**src/fdcd_pkg.sv**
```systemverilog
// Shared constants, codes and frame encoding for the flip-dot column driver.
`timescale 1ns / 1ps
`default_nettype none

package fdcd_pkg;

  // Display geometry
  localparam int COLUMNS = 21;
  localparam int ROWS    = 13;
  localparam int COL_W   = 5;
  localparam int ROW_W   = 4;
  localparam int PHYS_W  = 5;

  // Configuration register indexes
  localparam int CFG_IDX_W = 2;
  localparam logic [CFG_IDX_W-1:0] REG_ROW_OFFSET    = 2'd0;
  localparam logic [CFG_IDX_W-1:0] REG_COLUMN_OFFSET = 2'd1;
  localparam logic [CFG_IDX_W-1:0] REG_BOARD_ADDRESS = 2'd2;

  // Register reset values
  localparam logic [3:0] ROW_OFFSET_RST    = 4'd6;
  localparam logic [2:0] COLUMN_OFFSET_RST = 3'd7;
  localparam logic [7:0] BOARD_ADDRESS_RST = 8'd1;

  // Input commands
  localparam logic CMD_SET   = 1'b0;
  localparam logic CMD_FORCE = 1'b1;

  // Frame phases
  localparam logic [1:0] PH_DATA    = 2'd0;
  localparam logic [1:0] PH_ENABLE  = 2'd1;
  localparam logic [1:0] PH_RELEASE = 2'd2;

  // Frame byte constants
  localparam logic [7:0] B1_BASE        = 8'h7c;
  localparam logic [7:0] ROW_GROUP_MASK = 8'b01111111;
  localparam logic [7:0] ADDR_LSB_MASK  = 8'h01;
  localparam logic [2:0] SEG_MASK       = 3'b111;
  localparam logic [1:0] DIGIT_MASK     = 2'b11;

  // Controller to datapath commands
  typedef struct packed {
    logic       latch_in;
    logic       prep;
    logic       emit;
    logic [1:0] phase;
  } fdcd_cmd_t;

  // Datapath to controller status
  typedef struct packed {
    logic col_ok;
    logic flips_none;
    logic one_left;
    logic slot_free;
  } fdcd_sts_t;

  // Quotient of a physical column by seven
  function automatic logic [1:0] div7(input logic [PHYS_W-1:0] p);
    logic [1:0] q;
    if (p >= PHYS_W'(21))      q = 2'd3;
    else if (p >= PHYS_W'(14)) q = 2'd2;
    else if (p >= PHYS_W'(7))  q = 2'd1;
    else                       q = 2'd0;
    return q;
  endfunction

  // Index of the lowest set bit
  function automatic logic [ROW_W-1:0] lowest_row(input logic [ROWS-1:0] m);
    logic [ROW_W-1:0] idx;
    idx = '0;
    for (int i = ROWS - 1; i >= 0; i--) begin
      if (m[i]) idx = ROW_W'(i);
    end
    return idx;
  endfunction

  // Build one 64-bit shift register frame
  function automatic logic [63:0] make_frame(input logic [PHYS_W-1:0] prow,
                                             input logic [PHYS_W-1:0] pcol,
                                             input logic              dir,
                                             input logic              enable,
                                             input logic [7:0]        addr);
    logic [31:0] r;
    logic [4:0]  c;
    logic [7:0]  b0, b1, b2, b3, b4, b5, b6, b7;
    logic [7:0]  g_lo, g_mid, g_hi;
    r  = 32'd1 << prow;
    c  = pcol + 5'd1 + {3'b0, div7(pcol)};
    b0 = '0; b2 = '0; b3 = '0; b4 = '0; b5 = '0; b6 = '0; b7 = '0;
    b1 = B1_BASE & ~({5'b0, c[2:0] & SEG_MASK} << 2)
                 & ~({6'b0, c[4:3] & DIGIT_MASK} << 5);
    b1 = b1 | {6'b0, dir, 1'b0};
    g_lo  = {r[6:0]   & ROW_GROUP_MASK[6:0], 1'b0};
    g_mid = {r[13:7]  & ROW_GROUP_MASK[6:0], 1'b0};
    g_hi  = {r[20:14] & ROW_GROUP_MASK[6:0], 1'b0};
    if (dir) begin
      b5 = g_hi; b6 = g_mid; b7 = g_lo;
    end else begin
      b2 = g_hi; b3 = g_mid; b4 = g_lo;
    end
    if (enable) begin
      b1 = b1 | {addr[0], 7'b0};
      b0 = addr & ~ADDR_LSB_MASK;
    end
    return {b0, b1, b2, b3, b4, b5, b6, b7};
  endfunction

endpackage

`default_nettype wire

```
**src/fdcd_ctrl.sv**
```systemverilog
// Controller state machine: accepts items and sequences the three frames of each flip.
`timescale 1ns / 1ps
`default_nettype none

module fdcd_ctrl (
  input  wire logic               clk,
  input  wire logic               rst,
  input  wire logic               in_valid,
  output logic                    in_ready,
  input  wire fdcd_pkg::fdcd_sts_t sts,
  output fdcd_pkg::fdcd_cmd_t      cmd
);

  typedef enum logic [1:0] {
    ST_IDLE,
    ST_PREP,
    ST_EMIT
  } state_t;

  state_t     state;
  logic [1:0] phase;

  // Decode commands from the current state
  always_comb begin
    in_ready     = (state == ST_IDLE);
    cmd.latch_in = (state == ST_IDLE) && in_valid;
    cmd.prep     = (state == ST_PREP) && sts.col_ok;
    cmd.emit     = (state == ST_EMIT) && sts.slot_free;
    cmd.phase    = phase;
  end

  // Hold state and phase counter
  always_ff @(posedge clk) begin
    if (rst) begin
      state <= ST_IDLE;
      phase <= fdcd_pkg::PH_DATA;
    end else begin
      case (state)
        ST_IDLE: begin
          phase <= fdcd_pkg::PH_DATA;
          if (in_valid) begin
            state <= ST_PREP;
          end
        end
        ST_PREP: begin
          // Drop out-of-range columns and sets that change nothing
          if (sts.col_ok && !sts.flips_none) begin
            state <= ST_EMIT;
          end else begin
            state <= ST_IDLE;
          end
        end
        ST_EMIT: begin
          if (sts.slot_free) begin
            if (phase == fdcd_pkg::PH_RELEASE) begin
              phase <= fdcd_pkg::PH_DATA;
              if (sts.one_left) begin
                state <= ST_IDLE;
              end
            end else begin
              phase <= phase + 2'd1;
            end
          end
        end
        default: begin
          state <= ST_IDLE;
          phase <= fdcd_pkg::PH_DATA;
        end
      endcase
    end
  end

endmodule

`default_nettype wire

```
**src/fdcd_dpath.sv**
```systemverilog
// Datapath: configuration, dot image, flip mask and the output frame register.
`timescale 1ns / 1ps
`default_nettype none

module fdcd_dpath (
  input  wire logic                                 clk,
  input  wire logic                                 rst,
  input  wire logic                                 cfg_valid,
  input  wire logic [fdcd_pkg::CFG_IDX_W-1:0]       cfg_index,
  input  wire logic [7:0]                           cfg_data,
  input  wire logic                                 command,
  input  wire logic [fdcd_pkg::COL_W-1:0]           column,
  input  wire logic [fdcd_pkg::ROWS-1:0]            pattern,
  input  wire logic                                 level,
  input  wire fdcd_pkg::fdcd_cmd_t                  cmd,
  output fdcd_pkg::fdcd_sts_t                       sts,
  output logic                                      out_valid,
  input  wire logic                                 out_ready,
  output logic [63:0]                               frame,
  output logic [1:0]                                phase,
  output logic [fdcd_pkg::ROW_W-1:0]                flip_row,
  output logic                                      flip_level,
  output logic                                      last
);

  // Configuration registers
  logic [3:0] row_off;
  logic [2:0] col_off;
  logic [7:0] board_addr;

  // Latched input item
  logic                         cmd_q;
  logic [fdcd_pkg::COL_W-1:0]   col_q;
  logic [fdcd_pkg::ROWS-1:0]    pat_q;
  logic                         lvl_q;

  // Dot image and the flip in progress
  logic [fdcd_pkg::ROWS-1:0] image [fdcd_pkg::COLUMNS];
  logic [fdcd_pkg::ROWS-1:0] flips;
  logic [fdcd_pkg::ROWS-1:0] target;

  logic [fdcd_pkg::ROWS-1:0]   old_col;
  logic [fdcd_pkg::ROWS-1:0]   target_next;
  logic [fdcd_pkg::ROWS-1:0]   flips_next;
  logic [fdcd_pkg::ROW_W-1:0]  cur_row;
  logic [fdcd_pkg::PHYS_W-1:0] prow;
  logic [fdcd_pkg::PHYS_W-1:0] pcol;
  logic                        cur_dir;

  // Write configuration registers
  always_ff @(posedge clk) begin
    if (rst) begin
      row_off    <= fdcd_pkg::ROW_OFFSET_RST;
      col_off    <= fdcd_pkg::COLUMN_OFFSET_RST;
      board_addr <= fdcd_pkg::BOARD_ADDRESS_RST;
    end else if (cfg_valid) begin
      case (cfg_index)
        fdcd_pkg::REG_ROW_OFFSET:    row_off    <= cfg_data[3:0];
        fdcd_pkg::REG_COLUMN_OFFSET: col_off    <= cfg_data[2:0];
        fdcd_pkg::REG_BOARD_ADDRESS: board_addr <= cfg_data;
        default: ;
      endcase
    end
  end

  // Work out target and flip mask for the latched item
  always_comb begin
    sts.col_ok  = (col_q < fdcd_pkg::COL_W'(fdcd_pkg::COLUMNS));
    old_col     = sts.col_ok ? image[col_q] : '0;
    if (cmd_q == fdcd_pkg::CMD_FORCE) begin
      target_next = lvl_q ? '1 : '0;
      flips_next  = '1;
    end else begin
      target_next = pat_q;
      flips_next  = old_col ^ pat_q;
    end
    sts.flips_none = (flips_next == '0);
    sts.one_left   = ((flips & (flips - fdcd_pkg::ROWS'(1))) == '0);
    sts.slot_free  = !out_valid || out_ready;
  end

  // Encode the current flip
  always_comb begin
    cur_row = fdcd_pkg::lowest_row(flips);
    cur_dir = target[cur_row];
    prow    = {1'b0, cur_row} + {1'b0, row_off};
    pcol    = col_q + {2'b0, col_off};
  end

  // Update image, load and advance flip mask
  always_ff @(posedge clk) begin
    if (rst) begin
      for (int i = 0; i < fdcd_pkg::COLUMNS; i++) begin
        image[i] <= '0;
      end
      flips <= '0;
    end else begin
      if (cmd.prep) begin
        image[col_q] <= target_next;
        flips        <= flips_next;
      end else if (cmd.emit && (cmd.phase == fdcd_pkg::PH_RELEASE)) begin
        flips <= flips & (flips - fdcd_pkg::ROWS'(1));
      end
    end
  end

  // Hold payload registers
  always_ff @(posedge clk) begin
    if (cmd.latch_in) begin
      cmd_q <= command;
      col_q <= column;
      pat_q <= pattern;
      lvl_q <= level;
    end
    if (cmd.prep) begin
      target <= target_next;
    end
  end

  // Output register
  always_ff @(posedge clk) begin
    if (rst) begin
      out_valid <= 1'b0;
    end else if (cmd.emit) begin
      out_valid <= 1'b1;
    end else if (out_ready) begin
      out_valid <= 1'b0;
    end
  end

  always_ff @(posedge clk) begin
    if (cmd.emit) begin
      frame      <= fdcd_pkg::make_frame(prow, pcol, cur_dir,
                                         cmd.phase == fdcd_pkg::PH_ENABLE, board_addr);
      phase      <= cmd.phase;
      flip_row   <= cur_row;
      flip_level <= cur_dir;
      last       <= sts.one_left && (cmd.phase == fdcd_pkg::PH_RELEASE);
    end
  end

endmodule

`default_nettype wire

```
**src/flip_dot_column_diff_driver.sv**
```systemverilog
// Top level of the flip-dot column driver: controller and datapath.
//
// Usage:
//   Input channel (in_valid/in_ready) transfers one column command: set the
//   column to a pattern (only differing dots flip) or force all rows to a level.
//   Output channel (out_valid/out_ready) transfers one 64-bit frame per flip
//   phase: data load, enable asserted, enable released, rows in ascending order.
//   last marks the final frame of an item. Out-of-range columns and sets that
//   change nothing produce no frames.
//   Config channel (cfg_valid/cfg_ready) writes row offset, column offset and
//   board address; cfg_ready is always high. Write only while idle.
// Timing:
//   An item is accepted in the idle state, its image column is read in the prep
//   state, then the output register takes one frame per cycle while the
//   receiver does not stall. in_ready rises when the last frame enters the
//   output register, so the next item is taken while that frame still waits.
//   A stalled receiver holds the frame sequencer.
// Reset:
//   Clears the dot image, loads register defaults and empties the output.
`timescale 1ns / 1ps
`default_nettype none

module flip_dot_column_diff_driver (
  input  wire logic                           clk,
  input  wire logic                           rst,
  input  wire logic                           cfg_valid,
  output logic                                cfg_ready,
  input  wire logic [fdcd_pkg::CFG_IDX_W-1:0] cfg_index,
  input  wire logic [7:0]                     cfg_data,
  input  wire logic                           in_valid,
  output logic                                in_ready,
  input  wire logic                           command,
  input  wire logic [fdcd_pkg::COL_W-1:0]     column,
  input  wire logic [fdcd_pkg::ROWS-1:0]      pattern,
  input  wire logic                           level,
  output logic                                out_valid,
  input  wire logic                           out_ready,
  output logic [63:0]                         frame,
  output logic [1:0]                          phase,
  output logic [fdcd_pkg::ROW_W-1:0]          flip_row,
  output logic                                flip_level,
  output logic                                last
);

  fdcd_pkg::fdcd_cmd_t cmd;
  fdcd_pkg::fdcd_sts_t sts;

  assign cfg_ready = 1'b1;

  fdcd_ctrl u_ctrl (
    .clk      (clk),
    .rst      (rst),
    .in_valid (in_valid),
    .in_ready (in_ready),
    .sts      (sts),
    .cmd      (cmd)
  );

  fdcd_dpath u_dpath (
    .clk        (clk),
    .rst        (rst),
    .cfg_valid  (cfg_valid),
    .cfg_index  (cfg_index),
    .cfg_data   (cfg_data),
    .command    (command),
    .column     (column),
    .pattern    (pattern),
    .level      (level),
    .cmd        (cmd),
    .sts        (sts),
    .out_valid  (out_valid),
    .out_ready  (out_ready),
    .frame      (frame),
    .phase      (phase),
    .flip_row   (flip_row),
    .flip_level (flip_level),
    .last       (last)
  );

`ifndef SYNTHESIS
  // The final frame of an item is always the enable release
  a_last_is_release: assert property (@(posedge clk) disable iff (rst)
    (out_valid && last) |-> (phase == fdcd_pkg::PH_RELEASE))
    else $error("last set on a frame that is not the release phase");

  // Address byte appears only on the enable frame
  a_addr_only_enable: assert property (@(posedge clk) disable iff (rst)
    (out_valid && (phase != fdcd_pkg::PH_ENABLE)) |-> (frame[63:56] == 8'h00))
    else $error("address byte set outside the enable phase");

  // One item at a time: no second transfer right after an accepted item
  a_one_item: assert property (@(posedge clk) disable iff (rst)
    (in_valid && in_ready) |=> !in_ready)
    else $error("input taken while an item is in work");
`endif

endmodule

`default_nettype wire

```
**config.mk**
```make
export PLATFORM = sky130hd
export DESIGN_NAME = flip_dot_column_diff_driver
export DESIGN_NICKNAME = d
export VERILOG_FILES = /design/src/fdcd_pkg.sv /design/src/fdcd_ctrl.sv /design/src/fdcd_dpath.sv /design/src/flip_dot_column_diff_driver.sv
export SDC_FILE = /design/constraint.sdc
export NUM_CORES = 1
export LEC_CHECK = 0
export ABC_AREA = 0
export BUFFER_PORTS_ARGS = -buffer_cell sky130_fd_sc_hd__buf_2
export CAP_MARGIN = 15
export CORE_MARGIN = 3
export CORE_UTILIZATION = 45
export DETAILED_ROUTE_END_ITERATION = 8
export SETUP_SLACK_MARGIN = 0.1
export SLEW_MARGIN = 25
export SYNTH_ARGS = -nofsm -noshare
export SYNTH_HDL_FRONTEND = slang
export SYNTH_HIERARCHICAL = 1
export SYNTH_SLANG_ARGS = --single-unit
```
**constraint.sdc**
```tcl
create_clock -name clk -period 3.5 [get_ports clk]
set_input_delay 0.35 -clock clk [delete_from_list [all_inputs] [get_ports clk]]
set_output_delay 0.35 -clock clk [all_outputs]
set_load 0.1 [all_outputs]
```
==> results.md, run 1 <==
- The summed negative setup slack over all endpoints is 0 ns.
- The most common library cell in the layout ignoring fill and taps is sky130_fd_sc_hd__edfxtp_1.
- The net count of the finished layout is 1,864.
- The number of clock sinks is 550.
- Cells with a size suffix above 1 make up 26.0% of the layout.
- The count of nets left with antenna violations once routing finished came out at 0.
- The hold violation total from the final report is 0.
- For the worst setup path, the data required time is 3.97 ns.
- The worst path needs 3.25 ns of the cycle, external delays included.
- The worst min-delay path startpoint is cfg_data[0].
- The HPWL after detailed placement is 42.0 mm.
- The total clock buffers created by CTS is 56.
- The initial detailed-routing violation count is 1,472.
- The routed wire length is 62.1 mm.
- The hold path endpoint is u_dpath/row_off[0]$_SDFFE_PP0P_.
- The clock skew is 0.0150 ns.
- The run finished with clean final reports.
- During I/O placement, the number of pins put on the boundary was 110.
- The cell count of the worst hold path is 3.
- The mapped cell area is 0.0236 sq mm.
- The first detailed-routing pass ran for 5 iterations.
- The clock edge transition at the registers on the reported setup and hold paths is 0.06 ns.
- The core area is 0.0516 sq mm.
- The worst register-to-register path has a setup slack of 0.25 ns.
- The count of cell types in the netlist is 78.
- Counting flops and latches in the post-synthesis netlist gives 550.
- The TritonCTS clock tree is done.
- The worst register-to-register path ends at u_ctrl/state[1]$_SDFFE_PP0P_.
- In the layout the commonest cells are sky130_fd_sc_hd__edfxtp_1, sky130_fd_sc_hd__nor2_1, sky130_fd_sc_hd__buf_4, sky130_fd_sc_hd__buf_2, sky130_fd_sc_hd__mux4_2.
- In the finished design, the share of the clock period the worst path needs comes to 92.9%.
- The insertion delay to the later sink of the worst-skew pair is 0.60 ns.
- Dividing total power by cell area gives a power density of 582 mW/mm^2.
- The number of antenna violations at the first check in global routing is 2.
- The cell count after placement is 2,413.
- The vertical extent of the die is 235 microns.
- The synthesized design contains 512 enable-type register cells.
- The clock passes through at most 3 buffers.
- Setup repair after global routing left no endpoint under its margin.
- Routability-driven placement finished with a final weighted congestion of 0.906.
- The placement row count is 83.
- The area enclosed by the die boundary is 0.0553 sq mm.
- The slew at the pin with the worst max-slew slack is 0.993 ns.
- The post-synthesis async set-or-reset flop share is 0%.
- The aggregate global routing overflow is 0.
- Based on the critical path, the design can be clocked at up to 0.308 GHz.
- The min-delay analysis places its worst path in the category in -> reg.
- After detailed routing, the average wire length per cell comes to 24.4 microns.
- STA classifies the critical path startpoint as a register.
- Data on the critical path arrives at its endpoint at 3.72 ns.
- Entering global routing, the biggest net connects 54 pins.
- Yosys printed 6 warnings.
- The number of cells on the worst reg-to-reg path is 12.
- The relative area change from synthesis to final layout is 16.9%.
- At the placement stage, the worst setup path has a slack of 0.200 ns.
- The leakage power total is 0.0101 uW.
- The tool flagged a number of max-cap violations equal to 0.
- The number of levels in the clock H-tree is 2.
- The initial utilization of the core area, before any placement, comes to 45.8%.
- The post-detailed-route via-to-cell ratio is 5.72.
- The number of setup violations in the final report is 0.
- The horizontal die dimension is 235 microns.
- The first global-routing pass estimated 92.2 mm of wire.
- The peak supply drop is 0.339 mV.
- The count of buffers from port buffering is 100.
- The worst setup margin is 0.249 ns.
- Detailed routing inserted a total of 14,539 vias.
- The count of pins over their slew limit is 0.
- Clock tree synthesis selected as its root buffer the cell sky130_fd_sc_hd__clkbuf_16.
- After filler insertion, the fill cell instance count of the layout stands at 4,182.
- The instance count of the mapped netlist is 1,627.
- In the routed design, unresolved DRC markers number 0.
- The via count of the first global-routing pass is 14,280.
- The count of placed standard cells in the final layout, fillers left out is 2,543.
- The relative max-transition margin is 33.8%.
- The average size of a mapped cell is 14.5 sq um.
- The critical path capture point type is a register.
- Global routing used 22.2% of the available tracks.
- The setup fix buffers added after clock tree synthesis is 0.
- The type of the worst setup path is reg -> reg.
- In the synthesized netlist the dominant register cell turns out to be sky130_fd_sc_hd__edfxtp_1.
- Of all nets on the critical path, the largest fanout is 17.
- Sequential cells were found to cover 68.2% of the synthesized design area.
-- area by class of cell --
| class | instances | area (sq um) | area share (%) |
|---|---|---|---|
| antenna | 2 | 5.00 | 0.0181 |
| clock buffer | 60 | 1440 | 5.20 |
| clock inverter | 41 | 425 | 1.54 |
| inverter | 33 | 124 | 0.448 |
| multi-input combinational | 928 | 6890 | 24.9 |
| sequential | 550 | 16100 | 58.4 |
| tap | 680 | 851 | 3.08 |
| timing repair buffer | 249 | 1770 | 6.42 |
-- registers in the layout, indices dropped and copies added (netlist names), 2 cells and up, named ones only --
| register | count |
|---|---|
| u_dpath/pat_q | 13 |
| u_dpath/board_addr | 8 |
| u_ctrl/phase | 2 |
| u_dpath/frame | 56 |
| u_dpath/flip_row | 4 |
| u_dpath/image | 416 |
| u_dpath/col_q | 5 |
| u_ctrl/state | 2 |
| u_dpath/phase | 2 |
| u_dpath/col_off | 3 |
| u_dpath/row_off | 4 |
| u_dpath/target | 13 |
| u_dpath/flips | 13 |
-- timing repair --
action / 4_1_cts / 5_1_grt
hold buffers: 27 / 0
hold endpoints to repair: 28 / 0
resized for setup: 0 / 7
setup endpoints to repair: 0 / 26
-- Yosys cell counts (all sizes together) (3+ instances only) --
cell type	number	share of area, %
mux4	82	7.8
nand2b	29	0.83
maj3	5	0.22
xor2	17	0.63
nand3	9	0.19
mux2i	58	2.5
ha	8	0.42
a21oi	48	1.0
and2	16	0.42
dfxtp	38	3.2
nor2b	11	0.29
nand3b	6	0.19
nor4	12	0.37
buf	46	1.3
clkbuf	77	1.2
or2	5	0.14
o211ai	3	0.095
a211oi	3	0.15
o22ai	32	0.85
o21ai	28	0.59
a22oi	16	0.51
and2b	3	0.11
inv	32	0.51
fa	3	0.25
nor3	46	1.8
edfxtp	512	65
nor3b	8	0.25
xnor2	4	0.31
a211o	11	0.41
a21o	4	0.13
nor2	349	5.6
o221ai	4	0.15
mux2	5	0.24
a2111oi	7	0.29
nand2	58	0.99
-- stage by stage --
step	cell area, sq um	hold WS (ns)	utilization, %	total power (uW)
after floorplan	23700	0.419	-	9390
after global routing	27600	0.0474	53.6	16700
after CTS	27600	0.00443	53.5	16200
final	27700	0.0278	53.6	16100
after global placement	25500	0.441	49.4	10100
after detailed placement	25500	0.446	49.4	10100
-- cell families (layout without fill, tap and decap cells) --
| family | after synthesis | after routing | synth area share, % |
|---|---|---|---|
| flops | 550 | 550 | 68.2 |
| buf+inv | 156 | 383 | 3.03 |
| fa+ha+maj | 16 | 16 | 0.900 |
| mux | 145 | 145 | 10.5 |
| other cells | 2 | 11 | 0.0318 |
| compound gates | 172 | 172 | 4.80 |
| xor+xnor | 21 | 21 | 0.937 |
| simple gates | 565 | 565 | 11.5 |
-- routing by layer --
metal	vias to the layer above	GRT usage, %	part of all wire [%]
met3	118	4.97	7.8
met2	568	33.9	46
met5	-	0.779	0.087
li1	6414	-	-
met1	7437	31.4	42
met4	2	8.19	3.6
-- how the worst max path moves through the flow --
stage,start,end,slack (ns),cells after the start
2_1_floorplan,u_dpath/col_q[1]$_DFFE_PP_,u_dpath/image[20][0]$_SDFFCE_PN0P_,0.26,11
3_3_place_gp,register,u_ctrl/state[1]$_SDFFE_PP0P_,0.25,11
3_5_place_dp,u_dpath/flips[10]$_SDFFE_PP0P_,u_dpath/frame[37]$_SDFFCE_PP0P_,0.20,13
4_1_cts,u_dpath/flips[10]$_SDFFE_PP0P_,u_dpath/frame[37]$_SDFFCE_PP0P_,0.16,13
5_1_grt,u_dpath/flips[11]$_SDFFE_PP0P_,u_dpath/frame[46]$_SDFFCE_PP0P_,0.1,13
6_report,register,u_ctrl/state[1]$_SDFFE_PP0P_,0.25,12
-- power by group --
| part | total [uW] | switching [uW] | internal (uW) |
|---|---|---|---|
| Sequential | 7540 | 120 | 7420 |
| Clock | 6040 | 2480 | 3560 |
| Combinational | 2520 | 1700 | 819 |
-- worst max-delay path, stage by stage (launching register included) --
cell and delay (ns):
sky130_fd_sc_hd__dfxtp_4 0.55, sky130_fd_sc_hd__buf_4 0.33, sky130_fd_sc_hd__mux2i_1 0.29, sky130_fd_sc_hd__nor2_1 0.07, sky130_fd_sc_hd__nor4_1 0.52, sky130_fd_sc_hd__buf_4 0.23
sky130_fd_sc_hd__a2111oi_0 0.11, sky130_fd_sc_hd__xor2_1 0.24, sky130_fd_sc_hd__nor4_1 0.29, sky130_fd_sc_hd__and3_1 0.19, sky130_fd_sc_hd__inv_1 0.05, sky130_fd_sc_hd__a22oi_1 0.18
sky130_fd_sc_hd__nor2_1 0.06
(Power assumes the default switching activity.)
==> run 2: changes to the inputs <==
Settings changed: BUFFER_PORTS_ARGS -buffer_cell sky130_fd_sc_hd__buf_2 to -buffer_cell sky130_fd_sc_hd__clkbuf_2.
==> results.md, run 2 (same netlist as run 1, synthesis figures left out) <==
- The flow ran to the end, and the final reports show no timing, DRC or antenna violations.
- The number of levels in the clock H-tree is 2.
- The kind of start point of the critical path is a register.
- The number of flip-flops in the largest register is 416.
- The via count of the first global-routing pass was 14,519.
- The reported max-cap violation count is 0.
- For this configuration, the core starts out at a cell density of 45.8%.
- The floorplan has 83 rows.
- The net count of the finished layout is 1,879.
- Setup repair after global routing left no endpoint under its margin.
- Along the worst path, the maximum fanout reaches 23.
- The total routing resource utilization after global routing is 22.5%.
- The time the final worst path needs with I/O delays and setup is 3.19 ns.
- The peak supply drop is 0.346 mV.
- The worst hold path was traced through 4 stages.
- The clock edge transition at the registers on the reported setup and hold paths is 0.06 ns.
- Setup violations remaining at the end of the flow were counted as 0.
- The HPWL after detailed placement is 42.9 mm.
- The number of antenna violations at the first check in global routing was 1.
- The largest registers in the layout are u_dpath/image x416, u_dpath/frame x56.
- The vertical extent of the die is 235 microns.
- The count of cells along the worst register-to-register path is 13.
- The number of remaining DRC errors is 0.
- Leaving out fill and tap cells, the most frequent cells in the layout are sky130_fd_sc_hd__edfxtp_1, sky130_fd_sc_hd__nor2_1, sky130_fd_sc_hd__buf_4, sky130_fd_sc_hd__clkbuf_2, sky130_fd_sc_hd__mux4_2.
- The most common library cell in the layout ignoring fill and taps is sky130_fd_sc_hd__edfxtp_1.
- The area occupied by registers is 0.0161 sq mm.
- The slew at the pin with the worst max-slew slack is 0.956 ns.
- The largest register by flop count is u_dpath/image.
- The relative max-transition margin is 36.3%.
- The average wire per standard cell is 24.6 microns.
- The die is 235 microns wide.
- The maximum buffer depth of the clock tree is 3.
- The first TritonRoute pass finished after 5 iterations.
- Timing would allow up to 0.314 GHz.
- The area enclosed by the die boundary is 0.0553 sq mm.
- The relative area change from synthesis to final layout is 17.3%.
- The startpoint identified for the worst hold timing path is cfg_index[0].
- TritonCTS built the clock tree.
- The hold violation total from the final report is 0.
- The buffer cell driving the clock tree root is sky130_fd_sc_hd__clkbuf_16.
- The number of nets with antenna violations after detailed routing is 0.
- The data arrival time of the critical path is 3.65 ns.
- The worst path meets setup with 0.311 ns of slack.
- Entering global routing, the biggest net connects 55 pins.
- The critical path capture point type is a register.
- The insertion delay to the later sink of the worst-skew pair is 0.60 ns.
- The number of diodes added for antenna fixing is 0.
- The final cycle utilization of the critical path is 91.1%.
- The via total after detailed routing is 14,568.
- The clock skew is 0.0142 ns.
- The worst hold path terminates at u_dpath/row_off[0]$_SDFFE_PP0P_.
- The global-route wire length before repair is 93.4 mm.
- The count of pins over their slew limit is 0.
- Data on the critical path is required at its endpoint by 3.97 ns.
- Wires add up to 62.9 mm.
- The total clock buffers created by CTS is 57.
- The aggregate global routing overflow is 0.
- In the final timing run, aggregate negative setup slack is 0 ns.
- The post-placement setup slack is 0.0548 ns.
- Summed over all cells, the static leakage comes to 0.0102 uW.
- The endpoint of the worst-slack reg-to-reg timing path is u_ctrl/state[1]$_SDFFE_PP0P_.
- In this run the standard cell core region covers 0.0516 sq mm.
- The type of the worst setup path is reg -> reg.
- The area taken by multi-input logic gates is 0.00692 sq mm.
- The power per cell area is 576 mW/mm^2.
- The layout cell share with drive strength beyond 1 is 26.2%.
- The I/O pin total is 110.
- The slack of the worst reg-to-reg path is 0.31 ns.
- The filler cell count is 4,206.
- The post-detailed-route via-to-cell ratio is 5.70.
- In this run, the number of DRC markers left after iteration 0 of detailed routing was 1,430.
- For this design, the sink count on the clock tree is 550.
- The type of the most critical hold path is in -> reg.
- The final weighted congestion in routability-driven placement is 0.898.
- During placement, the flow inserted port buffers numbering 100.
-- run 2: where the power goes --
| part | total, uW | switching, uW | internal, uW |
|---|---|---|---|
| clock network | 5900 | 2480 | 3420 |
| logic | 2540 | 1700 | 835 |
| registers | 7550 | 120 | 7430 |
-- run 2: worst max-delay path by stage --
stage / slack [ns] / endpoint / depth (start not counted)
after floorplan: 0.26 / u_dpath/image[20][0]$_SDFFCE_PN0P_ / 11
after global placement: 0.12 / u_ctrl/state[1]$_SDFFE_PP0P_ / 13
after detailed placement: 0.05 / u_ctrl/state[1]$_SDFFE_PP0P_ / 13
after CTS: 0.16 / u_ctrl/state[1]$_SDFFE_PP0P_ / 13
after global routing: 0.10 / u_dpath/frame[19]$_SDFFCE_PN0P_ / 11
final: 0.31 / u_ctrl/state[1]$_SDFFE_PP0P_ / 13
-- run 2: cell type report --
class / count / area share [%]
Tap cell: 680 / 3.07
Timing Repair Buffer: 263 / 6.78
Sequential cell: 550 / 58.2
Multi-Input combinational cell: 928 / 25.0
Clock buffer: 72 / 5.61
Clock inverter: 30 / 0.894
Inverter: 33 / 0.447
-- run 2: timing repair --
item	CTS	global route
setup endpoints to repair	1	28
hold endpoints to repair	29	0
setup buffers	0	1
pin swaps	0	0
resized for setup	1	13
hold buffers	28	0
gates cloned	0	0
-- run 2: stage by stage --
step	cells	util, %	area, sq um	hold WS (ns)	power [uW]
after floorplan	1634	-	23700	0.419	9390
after global placement	2425	49.5	25600	0.440	10100
after detailed placement	2425	49.5	25600	0.452	10200
after CTS	2555	53.6	27600	0.181	16100
after global routing	2556	53.7	27700	0.230	16500
final	2556	53.7	27700	0.223	16000
-- run 2: critical path: stages (launching register included) --
cell	delay (ns)
sky130_fd_sc_hd__dfxtp_4	0.45
sky130_fd_sc_hd__buf_12	0.23
sky130_fd_sc_hd__buf_4	0.19
sky130_fd_sc_hd__mux4_2	0.55
sky130_fd_sc_hd__a22oi_1	0.35
sky130_fd_sc_hd__a211oi_1	0.13
sky130_fd_sc_hd__a31oi_1	0.21
sky130_fd_sc_hd__xor2_1	0.16
sky130_fd_sc_hd__nand2_1	0.11
sky130_fd_sc_hd__nor2_1	0.16
sky130_fd_sc_hd__and3_1	0.18
sky130_fd_sc_hd__inv_1	0.06
sky130_fd_sc_hd__a22oi_1	0.19
sky130_fd_sc_hd__nor2_1	0.06
-- run 2: routing by layer --
| layer | vias to the layer above | GRT usage, % | routed length [microns] |
|---|---|---|---|
| li1 | 6424 | - | - |
| met1 | 7476 | 31.2 | 26200 |
| met2 | 550 | 34.9 | 29500 |
| met3 | 118 | 5.15 | 5010 |
| met4 | 0 | 8.44 | 2240 |
| met5 | - | 0 | 0 |
